$ cat config.mk
export PLATFORM = sky130hd
export DESIGN_NAME = utf8_to_utf16_converter_unit
export DESIGN_NICKNAME = d
export VERILOG_FILES = /design/src/rtl/u8u16_pkg.sv /design/src/rtl/u8u16_front.sv /design/src/rtl/u8u16_queue.sv /design/src/rtl/u8u16_back.sv /design/src/rtl/utf8_to_utf16_converter_unit.sv
export VERILOG_INCLUDE_DIRS = /design/src /design/src/rtl
export SDC_FILE = /design/constraint.sdc
export NUM_CORES = 1
export LEC_CHECK = 0
export CORE_MARGIN = 2
export CORE_UTILIZATION = 65
export CTS_CLUSTER_DIAMETER = 40
export DETAILED_ROUTE_END_ITERATION = 8
export DONT_BUFFER_PORTS = 1
export PLACE_DENSITY_LB_ADDON = 0.12
export SYNTH_ARGS = -nofsm -noshare
export SYNTH_HDL_FRONTEND = slang
export SYNTH_SLANG_ARGS = --single-unit
$ cat constraint.sdc
create_clock -name i_clk -period 6.3 [get_ports i_clk]
set_input_delay 0.63 -clock i_clk [delete_from_list [all_inputs] [get_ports i_clk]]
set_output_delay 0.63 -clock i_clk [all_outputs]
set_load 0.02 [all_outputs]
$ cat src/rtl/utf8_to_utf16_converter_unit_macros.svh
// ----------------------------------------------------------------------------
// utf8 to utf16 converter: assertion macros
// concurrent checks clocked on i_clk, disabled while i_rst_n is low
// ----------------------------------------------------------------------------
`ifndef UTF8_TO_UTF16_CONVERTER_UNIT_MACROS_SVH
`define UTF8_TO_UTF16_CONVERTER_UNIT_MACROS_SVH

// same-cycle implication
`define U8U16_ASSERT_NOW(label, ante, cons) \
    label: assert property (@(posedge i_clk) disable iff (!i_rst_n) \
        (ante) |-> (cons)) else $error("u8u16 check failed");

// next-cycle implication
`define U8U16_ASSERT_NEXT(label, ante, cons) \
    label: assert property (@(posedge i_clk) disable iff (!i_rst_n) \
        (ante) |=> (cons)) else $error("u8u16 check failed");

`endif

$ cat src/rtl/u8u16_pkg.sv
// ----------------------------------------------------------------------------
// u8u16_pkg
// shared types, constants and helpers of the utf8 to utf16 converter
// ----------------------------------------------------------------------------
`default_nettype none

package u8u16_pkg;

    // unit counter saturates at the smaller of COUNT_MAX and 0xffff
    localparam logic [31:0] COUNT_MAX   = 32'd65535;
    localparam logic [15:0] COUNT_LIMIT =
        (COUNT_MAX > 32'h0000_FFFF) ? 16'hFFFF : COUNT_MAX[15:0];

    localparam int QUEUE_DEPTH = 4;

    typedef enum logic [1:0] {
        KIND_UNIT = 2'd0,
        KIND_END  = 2'd1,
        KIND_ERR  = 2'd2
    } t_kind;

    // one queue entry: a classified byte that produces one or two results
    typedef struct packed {
        t_kind       kind;
        logic [15:0] unit;
        logic [15:0] count;
        logic        pair;
        logic [9:0]  lo;
    } t_cmd;

    typedef struct packed {
        logic full;
        logic empty;
    } t_q_stat;

    function automatic logic [15:0] sat_inc(input logic [15:0] c);
        return (c < COUNT_LIMIT) ? c + 16'd1 : c;
    endfunction

endpackage

`default_nettype wire

$ cat src/rtl/u8u16_front.sv
// ----------------------------------------------------------------------------
// u8u16_front
// accepts utf-8 bytes, tracks the open sequence and the unit count, and
// pushes one command per byte that gives a result
// ----------------------------------------------------------------------------
`default_nettype none

module u8u16_front import u8u16_pkg::*; (
    input  wire logic       i_clk,
    input  wire logic       i_rst_n,
    input  wire logic       i_in_valid,
    input  wire logic [7:0] i_in_byte,
    input  wire t_q_stat    i_q_stat,
    output logic            o_push,
    output t_cmd            o_cmd
);

    logic [1:0]  r_pend, n_pend;
    logic [2:0]  r_len, n_len;
    logic [20:0] r_acc, n_acc;
    logic [15:0] r_cnt, n_cnt;

    logic        accept;
    logic [20:0] acc_shift;
    logic [20:0] cp_off;
    logic [15:0] cnt_one;
    logic [15:0] cnt_two;
    logic        overlong;

    assign accept    = i_in_valid && !i_q_stat.full;
    assign acc_shift = {r_acc[14:0], i_in_byte[5:0]};
    assign cp_off    = acc_shift - 21'h010000;
    assign cnt_one   = sat_inc(r_cnt);
    assign cnt_two   = sat_inc(cnt_one);
    assign overlong  = ((r_len == 3'd2) && (acc_shift < 21'h000080)) ||
                       ((r_len == 3'd3) && (acc_shift < 21'h000800)) ||
                       ((r_len == 3'd4) && (acc_shift < 21'h010000));

    always_comb begin
        n_pend = r_pend;
        n_len  = r_len;
        n_acc  = r_acc;
        n_cnt  = r_cnt;
        o_push = 1'b0;
        o_cmd  = '{kind: KIND_ERR, unit: 16'd0, count: 16'd0, pair: 1'b0, lo: 10'd0};
        if (accept) begin
            if (r_pend != 2'd0) begin
                if (i_in_byte[7:6] != 2'b10) begin
                    o_push = 1'b1;
                end else if (r_pend != 2'd1) begin
                    n_pend = r_pend - 2'd1;
                    n_acc  = acc_shift;
                end else if (overlong) begin
                    o_push = 1'b1;
                end else if ((acc_shift < 21'h00D800) ||
                             ((acc_shift >= 21'h00E000) && (acc_shift < 21'h010000))) begin
                    o_push     = 1'b1;
                    o_cmd.kind = KIND_UNIT;
                    o_cmd.unit = acc_shift[15:0];
                end else if ((acc_shift < 21'h00E000) || (acc_shift >= 21'h110000)) begin
                    o_push = 1'b1;
                end else begin
                    o_push     = 1'b1;
                    o_cmd.kind = KIND_UNIT;
                    o_cmd.unit = {6'b110110, cp_off[19:10]};
                    o_cmd.pair = 1'b1;
                    o_cmd.lo   = cp_off[9:0];
                end
                // a pushed result closes the sequence, whether from the final byte or a non-continuation byte
                if (o_push) begin
                    n_pend = 2'd0;
                    n_len  = 3'd0;
                    n_acc  = 21'd0;
                    if (o_cmd.kind == KIND_ERR) begin
                        n_cnt = 16'd0;
                    end else if (o_cmd.pair) begin
                        n_cnt = cnt_two;
                    end else begin
                        n_cnt = cnt_one;
                    end
                end
            end else if (i_in_byte == 8'h00) begin
                o_push      = 1'b1;
                o_cmd.kind  = KIND_END;
                o_cmd.count = r_cnt;
                n_cnt       = 16'd0;
            end else if (i_in_byte[7] == 1'b0) begin
                o_push     = 1'b1;
                o_cmd.kind = KIND_UNIT;
                o_cmd.unit = {8'd0, i_in_byte};
                n_cnt      = cnt_one;
            end else if (i_in_byte[7:5] == 3'b110) begin
                n_len  = 3'd2;
                n_pend = 2'd1;
                n_acc  = {16'd0, i_in_byte[4:0]};
            end else if (i_in_byte[7:4] == 4'b1110) begin
                n_len  = 3'd3;
                n_pend = 2'd2;
                n_acc  = {17'd0, i_in_byte[3:0]};
            end else if (i_in_byte[7:3] == 5'b11110) begin
                n_len  = 3'd4;
                n_pend = 2'd3;
                n_acc  = {18'd0, i_in_byte[2:0]};
            end else begin
                o_push = 1'b1;
                n_cnt  = 16'd0;
            end
        end
    end

    always_ff @(posedge i_clk) begin
        if (!i_rst_n) begin
            r_pend <= 2'd0;
            r_len  <= 3'd0;
            r_acc  <= 21'd0;
            r_cnt  <= 16'd0;
        end else begin
            r_pend <= n_pend;
            r_len  <= n_len;
            r_acc  <= n_acc;
            r_cnt  <= n_cnt;
        end
    end

endmodule

`default_nettype wire

$ cat src/rtl/u8u16_queue.sv
// ----------------------------------------------------------------------------
// u8u16_queue
// small command queue between the byte classifier and the result emitter
// ----------------------------------------------------------------------------
`default_nettype none

module u8u16_queue import u8u16_pkg::*; #(
    parameter int DEPTH = QUEUE_DEPTH
) (
    input  wire logic i_clk,
    input  wire logic i_rst_n,
    input  wire logic i_push,
    input  wire t_cmd i_data,
    input  wire logic i_pop,
    output t_cmd      o_head,
    output t_q_stat   o_stat
);

    localparam int PW = (DEPTH > 1) ? $clog2(DEPTH) : 1;
    localparam int CW = $clog2(DEPTH + 1);

    t_cmd          r_mem [DEPTH];
    logic [PW-1:0] r_wr, n_wr;
    logic [PW-1:0] r_rd, n_rd;
    logic [CW-1:0] r_count, n_count;

    assign o_head       = r_mem[r_rd];
    assign o_stat.full  = (r_count == CW'(DEPTH));
    assign o_stat.empty = (r_count == '0);

    always_comb begin
        n_wr    = r_wr;
        n_rd    = r_rd;
        n_count = r_count;
        if (i_push) begin
            n_wr = (r_wr == PW'(DEPTH - 1)) ? '0 : r_wr + 1'b1;
        end
        if (i_pop) begin
            n_rd = (r_rd == PW'(DEPTH - 1)) ? '0 : r_rd + 1'b1;
        end
        if (i_push && !i_pop) begin
            n_count = r_count + 1'b1;
        end else if (!i_push && i_pop) begin
            n_count = r_count - 1'b1;
        end
    end

    always_ff @(posedge i_clk) begin
        if (i_push) begin
            r_mem[r_wr] <= i_data;
        end
    end

    always_ff @(posedge i_clk) begin
        if (!i_rst_n) begin
            r_wr    <= '0;
            r_rd    <= '0;
            r_count <= '0;
        end else begin
            r_wr    <= n_wr;
            r_rd    <= n_rd;
            r_count <= n_count;
        end
    end

endmodule

`default_nettype wire

$ cat src/rtl/u8u16_back.sv
// ----------------------------------------------------------------------------
// u8u16_back
// takes commands from the queue and drives the result register, splitting
// a surrogate pair over two transactions
// ----------------------------------------------------------------------------
`default_nettype none

module u8u16_back import u8u16_pkg::*; (
    input  wire logic    i_clk,
    input  wire logic    i_rst_n,
    input  wire t_cmd    i_head,
    input  wire t_q_stat i_q_stat,
    output logic         o_pop,
    output logic         o_out_valid,
    input  wire logic    i_out_stall,
    output t_kind        o_kind,
    output logic [15:0]  o_code_unit,
    output logic [15:0]  o_unit_count,
    output logic         o_last
);

    logic        r_valid, n_valid;
    logic        r_second, n_second;
    logic [9:0]  r_lo, n_lo;
    t_kind       r_kind, n_kind;
    logic [15:0] r_unit, n_unit;
    logic [15:0] r_count, n_count;
    logic        r_last, n_last;
    logic        out_free;

    assign out_free = !r_valid || !i_out_stall;

    always_comb begin
        n_valid  = r_valid;
        n_second = r_second;
        n_lo     = r_lo;
        n_kind   = r_kind;
        n_unit   = r_unit;
        n_count  = r_count;
        n_last   = r_last;
        o_pop    = 1'b0;
        if (out_free) begin
            if (r_second) begin
                // low surrogate of a pair already started
                n_valid  = 1'b1;
                n_second = 1'b0;
                n_kind   = KIND_UNIT;
                n_unit   = {6'b110111, r_lo};
                n_count  = 16'd0;
                n_last   = 1'b1;
            end else if (!i_q_stat.empty) begin
                o_pop    = 1'b1;
                n_valid  = 1'b1;
                n_second = i_head.pair;
                n_lo     = i_head.lo;
                n_kind   = i_head.kind;
                n_unit   = i_head.unit;
                n_count  = i_head.count;
                n_last   = !i_head.pair;
            end else begin
                n_valid = 1'b0;
            end
        end
    end

    always_ff @(posedge i_clk) begin
        if (!i_rst_n) begin
            r_valid  <= 1'b0;
            r_second <= 1'b0;
        end else begin
            r_valid  <= n_valid;
            r_second <= n_second;
        end
    end

    always_ff @(posedge i_clk) begin
        r_lo    <= n_lo;
        r_kind  <= n_kind;
        r_unit  <= n_unit;
        r_count <= n_count;
        r_last  <= n_last;
    end

    assign o_out_valid  = r_valid;
    assign o_kind       = r_kind;
    assign o_code_unit  = r_unit;
    assign o_unit_count = r_count;
    assign o_last       = r_last;

endmodule

`default_nettype wire

$ cat src/rtl/utf8_to_utf16_converter_unit.sv
// ----------------------------------------------------------------------------
// utf8_to_utf16_converter_unit
// utf-8 byte stream in, utf-16 code units, end and error results out
// ----------------------------------------------------------------------------
// throughput: one byte per cycle while the command queue is not full;
// the result register gives one transaction per cycle while i_out_stall is low
// a surrogate pair gives two output transactions, absorbed by the command queue
// the front stalls only when the command queue is full
// reset: synchronous, active low; clears sequence state, unit count, queue and
// output valid
`default_nettype none

`include "utf8_to_utf16_converter_unit_macros.svh"

module utf8_to_utf16_converter_unit import u8u16_pkg::*; #(
    parameter int QUEUE_DEPTH_P = QUEUE_DEPTH
) (
    input  wire logic        i_clk,
    input  wire logic        i_rst_n,
    input  wire logic        i_in_valid,
    output logic             o_in_stall,
    input  wire logic [7:0]  i_in_byte,
    output logic             o_out_valid,
    input  wire logic        i_out_stall,
    output logic [1:0]       o_kind,
    output logic [15:0]      o_code_unit,
    output logic [15:0]      o_unit_count,
    output logic             o_last
);

    logic    push;
    logic    pop;
    t_cmd    push_cmd;
    t_cmd    head;
    t_q_stat q_stat;
    t_kind   out_kind;

    u8u16_front u_front (
        .i_clk      (i_clk),
        .i_rst_n    (i_rst_n),
        .i_in_valid (i_in_valid),
        .i_in_byte  (i_in_byte),
        .i_q_stat   (q_stat),
        .o_push     (push),
        .o_cmd      (push_cmd)
    );

    u8u16_queue #(
        .DEPTH (QUEUE_DEPTH_P)
    ) u_queue (
        .i_clk   (i_clk),
        .i_rst_n (i_rst_n),
        .i_push  (push),
        .i_data  (push_cmd),
        .i_pop   (pop),
        .o_head  (head),
        .o_stat  (q_stat)
    );

    u8u16_back u_back (
        .i_clk        (i_clk),
        .i_rst_n      (i_rst_n),
        .i_head       (head),
        .i_q_stat     (q_stat),
        .o_pop        (pop),
        .o_out_valid  (o_out_valid),
        .i_out_stall  (i_out_stall),
        .o_kind       (out_kind),
        .o_code_unit  (o_code_unit),
        .o_unit_count (o_unit_count),
        .o_last       (o_last)
    );

    assign o_in_stall = q_stat.full;
    assign o_kind     = out_kind;

    // no push into a full queue
    `U8U16_ASSERT_NOW(a_no_push_full, push, !q_stat.full)
    // no pop from an empty queue
    `U8U16_ASSERT_NOW(a_no_pop_empty, pop, !q_stat.empty)
    // end and error results are single, carry no code unit
    `U8U16_ASSERT_NOW(a_end_err_single, o_out_valid && (o_kind != KIND_UNIT),
        o_last && (o_code_unit == 16'd0))
    // the high half of a pair is always followed by a code unit transaction
    `U8U16_ASSERT_NEXT(a_pair_follows, o_out_valid && !o_last,
        o_out_valid && (o_kind == KIND_UNIT))

endmodule

`default_nettype wire
==> results of run 1 <==
## placed cells by master, fill, tap and decap left out, drive strengths merged, types with 21 or more instances in the layout
cell    synthesis  routed
nor2b          25      25
clkbuf         36      44
and2           24      24
dfxtp          47      47
edfxtp        225     225
nor3           23      23
nand2          49      49
nor2           23      23
nand3          34      34
o21ai          42      42
inv            18      21
mux4           45      45
## registers in the layout, indices dropped and copies added, names as in the netlist, 2 cells and up, named ones only
name                 count
u_back.r_lo             10
u_queue.r_mem          180
u_queue.r_count          3
u_front.r_acc           15
u_front.r_cnt           16
u_front.r_len            3
u_back.o_kind            2
u_back.o_code_unit      16
u_back.o_unit_count     16
u_queue.r_rd             2
u_front.r_pend           2
u_queue.r_wr             2
## cells in the mapped netlist, drive strengths merged, types with 9 or more instances
master / n / area, sq um
a21boi: 20 / 150
a21oi: 20 / 100
a31oi: 12 / 75.1
and2: 24 / 153
and3: 18 / 118
clkbuf: 36 / 155
dfxtp: 47 / 941
edfxtp: 225 / 6760
ha: 12 / 150
inv: 18 / 67.6
mux2: 10 / 113
mux2i: 11 / 114
mux4: 45 / 1010
nand2: 49 / 184
nand2b: 9 / 56.3
nand3: 34 / 195
nand4: 16 / 130
nor2: 23 / 86.3
nor2b: 25 / 156
nor3: 23 / 131
nor4: 14 / 143
o21a: 9 / 67.6
o21ai: 42 / 210
## logic make-up after synthesis
kind of cell	after synthesis	share of synthesized area, %
buffers and inverters	61	2.36
AOI/OAI and AO/OA	146	8.25
DFF	272	63.9
muxes	66	10.3
and+or+nand+nor	262	13.0
xor gates and xnor gates	11	0.799
adders and majority gates	13	1.41
## critical path, cell delays in order (launching register included)
cell	delay (ns)
dfxtp_1	0.49
ha_1	0.31
nand4_1	0.27
or4_1	0.63
xnor2_1	0.23
inv_1	0.10
ha_1	0.24
nand2_1	0.14
nor4_4	0.52
nand4_1	0.27
nor3_1	0.22
nor2_1	0.08
a221oi_1	0.23
## metal layers
layer	GRT usage, %	wire length [microns]	up-vias
met2	42.9	12600	299
li1	-	-	3255
met3	5.50	1830	54
met5	0	0	-
met4	8.51	622	0
met1	40.5	11300	3729
## stage by stage
stage	util, %	cell area [sq um]	cells
2_1_floorplan	-	12100	831
3_3_place_gp	67.7	12200	1028
3_5_place_dp	67.7	12200	1028
4_1_cts	74.5	13500	1091
5_1_grt	74.5	13500	1091
6_report	74.5	13500	1091
## power groups by stage
stage,Combinational [mW],Clock (mW),Sequential (mW)
floorplan,0.864,0,2.63
global placement,1.10,0,2.66
detailed placement,1.13,0,2.67
CTS,1.15,2.06,2.64
global route,1.23,2.13,2.67
finish,1.14,2.04,2.64
## final cells by class
cell class                 instances  area share, %
clock buffer                      44           7.21
tap                              229           2.13
timing repair buffer              11          0.613
sequential                       272           57.2
clock inverter                    19           1.88
multi-input combinational        498           30.5
inverter                          18          0.502
## worst paths after layout
| kind | to | startpoint | depth (start not counted) | slack, ns |
|---|---|---|---|---|
| worst min register to register | u_front.r_len[1] | u_front.r_len[1] | 2 | 0.50 |
| worst max register to register | u_front.r_cnt[14] | u_front.r_cnt[0] | 12 | 2.46 |
| worst max-delay path | u_front.r_cnt[14] | u_front.r_cnt[0] | 12 | 2.46 |
| worst min-delay path | u_queue.r_wr[0] | i_rst_n | 1 | 0.25 |
==> flow_summary.json, run 1 <==
{
  "status": "finished with violations",
  "failed_checks": "DRC",
  "place_congestion": 0.889,
  "power_switching_mw": 1.68,
  "finalHoldViolations": 0,
  "holdBufCountCts": 0,
  "relSlewSlack_pct": 14.5,
  "power_density_nw_per_um2": 431,
  "wire_per_inst_microns": 24.1,
  "multiInputGateArea_sq_um": 4110,
  "die_width_microns": 140,
  "grt_antenna_before_repair": 0,
  "timing.fmax_mhz": 260,
  "finalCriticalPeriod_ns": 3.84,
  "rows": 49,
  "htreeDepth": 2,
  "area_delta_synth_final_pct": 11.8,
  "port_buffers": 0,
  "grt_util_all_layers_pct": 27.7,
  "switching_share_pct": 28.9,
  "start_util_pct": 66.6,
  "synth_edf_count": 225,
  "leakagePower_nw": 4.66,
  "pwr-share-seq_pct": 45.4,
  "synth-main-ff-cell": "edfxtp_1",
  "n_antenna_cell": 0,
  "drtPass1Iterations": 7,
  "vias_per_cell": 6.73,
  "drive_above_1_share_pct": 19.1,
  "post-route-period-util_pct": 60.9,
  "grt_overflow": 0,
  "synth_area_sq_um": 12100,
  "setup_ws_ns": 2.46,
  "drt-initial-drc-count": 792,
  "grt_max_degree": 48,
  "finalMaxSlewViolations": 0,
  "cp-start-kind": "register",
  "critPathKind": "register to register",
  "worst_slew_pin_slew_ns": 1.28,
  "cts_tree": "built",
  "post_cts_buffers": 0,
  "syn_inst": 831,
  "grt_pass1_vias": 7299,
  "clkTransAtPathRegs_ns": 0.05,
  "clock_power_share_pct": 35.0,
  "dpl.hpwl_microns": 16200,
  "cts_buffers": 35,
  "avgSynthCellArea_sq_um": 14.5,
  "worst_ep_required_time_ns": 6.69,
  "ys_ff_latch": 272,
  "hold_path_class": "primary input to register",
  "dr_total_vias": 7337,
  "fillers": 1098,
  "dp_slack_ns": 2.49,
  "cap_violations": 0,
  "async_reset_ff_share_pct": 0,
  "ant_nets": 0,
  "die-height_microns": 140,
  "grt_pass1_wl_microns": 41400,
  "drc_errors": 6,
  "dieArea_sq_um": 19600,
  "finalClockSkew_ns": 0.0332,
  "cts_resized": 0,
  "nNetsFinal": 861,
  "cp_max_fo": 9,
  "endpoint_kind": "register",
  "max-vdd-ir-drop_mv": 0.511,
  "p_int_mw": 4.13,
  "core_sq_um": 18100,
  "whs_ns": 0.246,
  "clock_sinks": 272,
  "synth_warnings": 0,
  "rsz0062_at_grt": "false",
  "clock_path_buffers": 3,
  "comb_power_share_pct": 19.5,
  "worstPathArrival_ns": 4.23,
  "clk_latency_ns": 0.51,
  "fin_tns_setup_ns": 0,
  "synth_sequential_area_ratio_pct": 63.9,
  "clockRootBuffer": "clkbuf_16",
  "ios": 49,
  "fin_total_pwr_mw": 5.81,
  "finalWirelength_microns": 26300,
  "synthesis.nets": 856,
  "synth_cell_type_count": 77,
  "regArea_sq_um": 7700,
  "setup_violations": 0
}
(Power assumes the default switching activity.)
==> run 2: changes to the inputs <==
- ABC_AREA: not set -> 1
- CORE_UTILIZATION: 65 -> 63
- clock period: 6.3 -> 3.8 ns (I/O delays scaled with it)
==> flow_summary.json, run 2 <==
{
  "ys_ff_latch": 272,
  "worstPathCellList": "inv_1 > ha_1 > nor2_1 > buf_4 > nor3_1 > buf_4 > inv_1 > nor2_4 > buf_4",
  "largest_reg_flops": 180,
  "clk_latency_ns": 0.51,
  "synth-main-ff-cell": "edfxtp_1",
  "synth_warnings": 0,
  "area_delta_synth_final_pct": 12.4,
  "yosys.area.top_type": "edfxtp_1",
  "synth_cell_type_count": 45,
  "finalHoldViolations": 0,
  "rows": 50,
  "timing.fmax_mhz": 361,
  "cpMostUsedCell": "buf_4",
  "vias_per_cell": 5.87,
  "drtPass1Iterations": 5,
  "path_buf_inv": 5,
  "cp_max_fo": 45,
  "drc_errors": 0,
  "cap_violations": 0,
  "grt_max_degree": 66,
  "relSlewSlack_pct": 36.7,
  "drive_above_1_share_pct": 9.23,
  "cp_top_family": "buffers and inverters",
  "synth_sequential_area_ratio_pct": 63.9,
  "worst_slew_pin_slew_ns": 0.942,
  "finalMaxSlewViolations": 0,
  "clock_path_buffers": 3,
  "syn_inst": 1184,
  "ant_nets": 0,
  "synth_area_sq_um": 12000,
  "post-route-period-util_pct": 73.0,
  "die-height_microns": 142,
  "synthesis.nets": 1209,
  "clockRootBuffer": "clkbuf_16",
  "clock_sinks": 272,
  "grt_pass1_vias": 7955,
  "synth_edf_count": 225,
  "endpoint_kind": "register",
  "ios": 49,
  "dr_total_vias": 8504,
  "post_cts_buffers": 0,
  "critPathKind": "register to register",
  "cts_tree": "built",
  "cts_resized": 0,
  "final_common_cell": "nor2_1",
  "grt_antenna_before_repair": 0,
  "final_cell_mix": "nor2_1, edfxtp_1, o21ai_0",
  "place_congestion": 0.883,
  "grt_util_all_layers_pct": 26.6,
  "finalWirelength_microns": 26200,
  "clkTransAtPathRegs_ns": 0.06,
  "synth_most_common_cell": "nor2_1",
  "yosys.area.top_type_share_pct": 56.1,
  "worst_ep_required_time_ns": 3.91,
  "worstHoldStart": "i_rst_n",
  "nNetsFinal": 1214,
  "start_util_pct": 64.4,
  "worstPathArrival_ns": 2.89,
  "max_stage_delay_ns": 0.56,
  "finalCriticalPeriod_ns": 2.77,
  "leakagePower_nw": 4.84,
  "critical_path.startpoint": "u_front.r_pend[0]",
  "avgSynthCellArea_sq_um": 10.2,
  "fillers": 1286,
  "rsz0062_at_grt": "false",
  "fin_tns_setup_ns": 0,
  "fin_total_pwr_mw": 9.89,
  "die_width_microns": 142,
  "cts_buffers": 35,
  "dpl.hpwl_microns": 15800,
  "grt_overflow": 0,
  "hold_path_class": "primary input to register",
  "cp_slowest_cell": "buf_4",
  "port_buffers": 0,
  "dieArea_sq_um": 20200,
  "cp-start-kind": "register",
  "synth.area.top_cells": "edfxtp_1, dfxtp_1, nor2_1, o21ai_0, nand2_1",
  "finalClockSkew_ns": 0.0239,
  "htreeDepth": 2,
  "wire_per_inst_microns": 18.1,
  "setup_violations": 0,
  "power_density_nw_per_um2": 731,
  "drt-initial-drc-count": 929,
  "max-vdd-ir-drop_mv": 0.481,
  "regMostFlops": "u_queue.r_mem",
  "n_antenna_cell": 0,
  "holdBufCountCts": 0,
  "async_reset_ff_share_pct": 0,
  "whs_ns": 0.0217,
  "core_sq_um": 18700,
  "status": "finished clean",
  "synthTopCellsByCount": "nor2_1, edfxtp_1, o21ai_0",
  "grt_pass1_wl_microns": 41400,
  "r2r-start": "u_front.r_pend[0]"
}
==> run 2: cell types whose count changed in the layout (fill, tap and decap cells not counted), sizes merged, moves of 11 or more <==
cell	delta
o22ai	+11
nor2b	-25
mux4	-45
o21ai	+99
nand2	+86
nor2	+234
inv	+80
a21boi	-20
a21oi	+58
mux2i	-11
nor3	-16
and3	-18
and2	-23
nand3	+19
==> run 2: routing by layer <==
layer,global-route usage (%),share of wire [%],vias to the layer above
met4,6.89,1.7,0
met3,5.59,8.6,38
met1,38.8,44,3984
met5,0,0,-
li1,-,-,4121
met2,41.4,46,361
==> run 2: cell families after synthesis <==
kind of cell    Yosys count  share of synthesized area (%)
compound gates          278                           12.8
xor+xnor                  6                          0.436
fa+ha+maj                13                           1.41
buf+inv                 150                           4.82
flops                   272                           63.9
simple gates            465                           16.6
==> run 2: area by class of cell <==
type / instances / area, sq um / area share (%)
clock inverter: 20 / 277 / 2.04
inverter: 99 / 372 / 2.75
sequential: 272 / 7700 / 56.9
clock buffer: 42 / 955 / 7.05
timing repair buffer: 19 / 143 / 1.05
tap: 234 / 293 / 2.16
multi-input combinational: 762 / 3800 / 28.1
==> run 2: worst reg2reg max path: stages (launching register included) <==
cell and delay (ns):
dfxtp_1 0.31, inv_1 0.09, ha_1 0.30, nor2_1 0.08
buf_4 0.18, nor3_1 0.19, buf_4 0.26, inv_1 0.26
nor2_4 0.13, buf_4 0.56
==> run 2: worst paths after layout <==
path                     endpoint  cells past startpoint  slack, ns
max          u_queue.r_mem[3][24]                      9       1.03
min reg2reg      u_front.r_len[0]                      2       0.49
min            u_queue.r_count[2]                      2       0.02
max reg2reg  u_queue.r_mem[3][24]                      9       1.03
==> run 2: power by group <==
group | switching, mW | total [mW] | internal [mW] | leakage [nW]
Sequential | 0.486 | 4.44 | 3.95 | 2.52
Clock | 1.22 | 3.44 | 2.21 | 0.596
Combinational | 1.44 | 2.02 | 0.572 | 1.72
==> run 2: through the flow <==
stage          area, sq um  worst slack, ns  util (%)  cells
2_1_floorplan        12000            0.130         -   1184
3_3_place_gp         12300             1.09      65.8   1386
3_5_place_dp         12300             1.02      65.8   1386
4_1_cts              13500             1.01      72.4   1448
5_1_grt              13500            0.777      72.4   1448
6_report             13500             1.03      72.4   1448
==> run 3: changes to the inputs <==
- clock period: 3.8 -> 2.6 ns (I/O delays scaled with it)
==> flow_summary.json, run 3 (synthesized netlist as in run 2, its figures left out) <==
{
  "final_cell_mix": "nor2_1, edfxtp_1, o21ai_0",
  "cp-start-kind": "register",
  "final_common_cell": "nor2_1",
  "cp_max_fo": 12,
  "grt_pass1_vias": 8408,
  "regMostFlops": "u_queue.r_mem",
  "grt_antenna_before_repair": 0,
  "grt_pass1_wl_microns": 44200,
  "dr_total_vias": 8858,
  "dp_cells": 1412,
  "drive_above_1_share_pct": 12.3,
  "die-height_microns": 142,
  "finalCriticalPeriod_ns": 2.46,
  "cts_tree": "built",
  "dp_slack_ns": -0.0332,
  "max-vdd-ir-drop_mv": 0.709,
  "worstPathArrival_ns": 2.87,
  "cts_buffers": 35,
  "worst_ep_required_time_ns": 3.02,
  "cap_violations": 0,
  "finalWirelength_microns": 28300,
  "grt_util_all_layers_pct": 28.4,
  "htreeDepth": 2,
  "dpl.hpwl_microns": 16800,
  "rows": 50,
  "final_area_sq_um": 13900,
  "finalMaxSlewViolations": 0,
  "critPathKind": "register to register",
  "area_delta_synth_final_pct": 15.6,
  "multiInputGateArea_sq_um": 3880,
  "wire_per_inst_microns": 19.0,
  "clk_latency_ns": 0.51,
  "drt-initial-drc-count": 842,
  "core_sq_um": 18700,
  "place_congestion": 0.945,
  "timing.fmax_mhz": 407,
  "clock_sinks": 272,
  "largest_reg_flops": 180,
  "n_antenna_cell": 0,
  "power_density_nw_per_um2": 1040,
  "hold_path_class": "primary input to register",
  "finalClockSkew_ns": 0.0193,
  "dieArea_sq_um": 20200,
  "endpoint_kind": "register",
  "relSlewSlack_pct": 36.8,
  "clock_path_buffers": 3,
  "ios": 49,
  "vias_per_cell": 5.96,
  "ant_nets": 0,
  "worst_slew_pin_slew_ns": 0.945,
  "start_util_pct": 64.4,
  "leakagePower_nw": 5.01,
  "nNetsFinal": 1251,
  "drc_errors": 0,
  "post_dp_cell_area_sq_um": 12600,
  "setup_ws_ns": 0.143,
  "regArea_sq_um": 7700,
  "clockRootBuffer": "clkbuf_16",
  "setup_violations": 0,
  "status": "finished clean",
  "fin_total_pwr_mw": 14.5,
  "fillers": 1223,
  "post-route-period-util_pct": 94.5,
  "die_width_microns": 142,
  "finalHoldViolations": 0,
  "grt_overflow": 0,
  "port_buffers": 0,
  "grt_max_degree": 59,
  "drtPass1Iterations": 7,
  "clkTransAtPathRegs_ns": 0.05,
  "instances_no_fill": 1487
}
run 3: cell types whose count changed in the layout (fill, tap and decap cells not counted), sizes merged:
| cell | before | now |
|---|---|---|
| bufinv | 6 | 3 |
| nand3 | 53 | 54 |
| dlygate4sd3 | 0 | 7 |
| clkinv | 9 | 14 |
| inv | 101 | 97 |
| clkinvlp | 3 | 1 |
| buf | 19 | 48 |
| clkbuf | 42 | 48 |
run 3: layout make-up:
class	count	share of cell area [%]
Clock buffer	48	7.08
Tap cell	234	2.10
Multi-Input combinational cell	763	27.8
Inverter	99	2.67
Sequential cell	272	55.3
Timing Repair Buffer	55	3.63
Clock inverter	16	1.34
run 3: per-layer routing:
metal / track usage, % / wire (microns)
met1: 40.4 / 12100
met4: 8.26 / 446
met3: 5.42 / 2290
met5: 0 / 0
met2: 45.1 / 13400
run 3: final timing paths:
path / start / endpoint / slack (ns) / cells past startpoint
setup / recovery: u_front.r_cnt[0] / u_front.r_cnt[15] / 0.14 / 15
hold / removal: i_rst_n / u_back.o_out_valid / 0.02 / 2
setup reg to reg: u_front.r_cnt[0] / u_front.r_cnt[15] / 0.14 / 15
hold reg to reg: u_front.r_pend[1] / u_front.r_pend[1] / 0.49 / 2
run 3: repair_timing:
action | 4_1_cts | 5_1_grt
gates cloned | 1 | 0
setup endpoints to repair | 9 | 24
endpoints found under the hold margin | 33 | 0
hold buffers | 7 | 0
gates resized for setup | 4 | 19
setup buffers | 2 | 1
pin swaps | 4 | 2
run 3: stage by stage:
| step | setup TNS (ns) | util (%) | hold WS [ns] |
|---|---|---|---|
| 2_1_floorplan | -64.24 | - | 0.441 |
| 3_3_place_gp | 0 | 67.2 | 0.403 |
| 3_5_place_dp | -0.161 | 67.2 | 0.406 |
| 4_1_cts | 0 | 74.1 | 0.000910 |
| 5_1_grt | -0.0491 | 74.4 | 0.0265 |
| 6_report | 0 | 74.4 | 0.0237 |
run 3: where the power goes:
part / leakage (nW) / switching, mW / internal [mW]
Combinational: 1.92 / 2.25 / 0.995
Sequential: 2.52 / 0.692 / 5.78
Clock: 0.567 / 1.78 / 2.98
run 3: worst max-delay path, stage by stage, from the launching register on:
cell,delay (ns)
dfxtp_4,0.38
ha_2,0.20
inv_1,0.08
nor2_4,0.15
nand2_4,0.10
nor2_4,0.13
inv_2,0.15
nand2_1,0.20
nand2_1,0.13
nor2_4,0.21
inv_1,0.08
nor2_2,0.15
nand2_1,0.12
nand2_1,0.09
nand2_1,0.06
a21oi_1,0.15
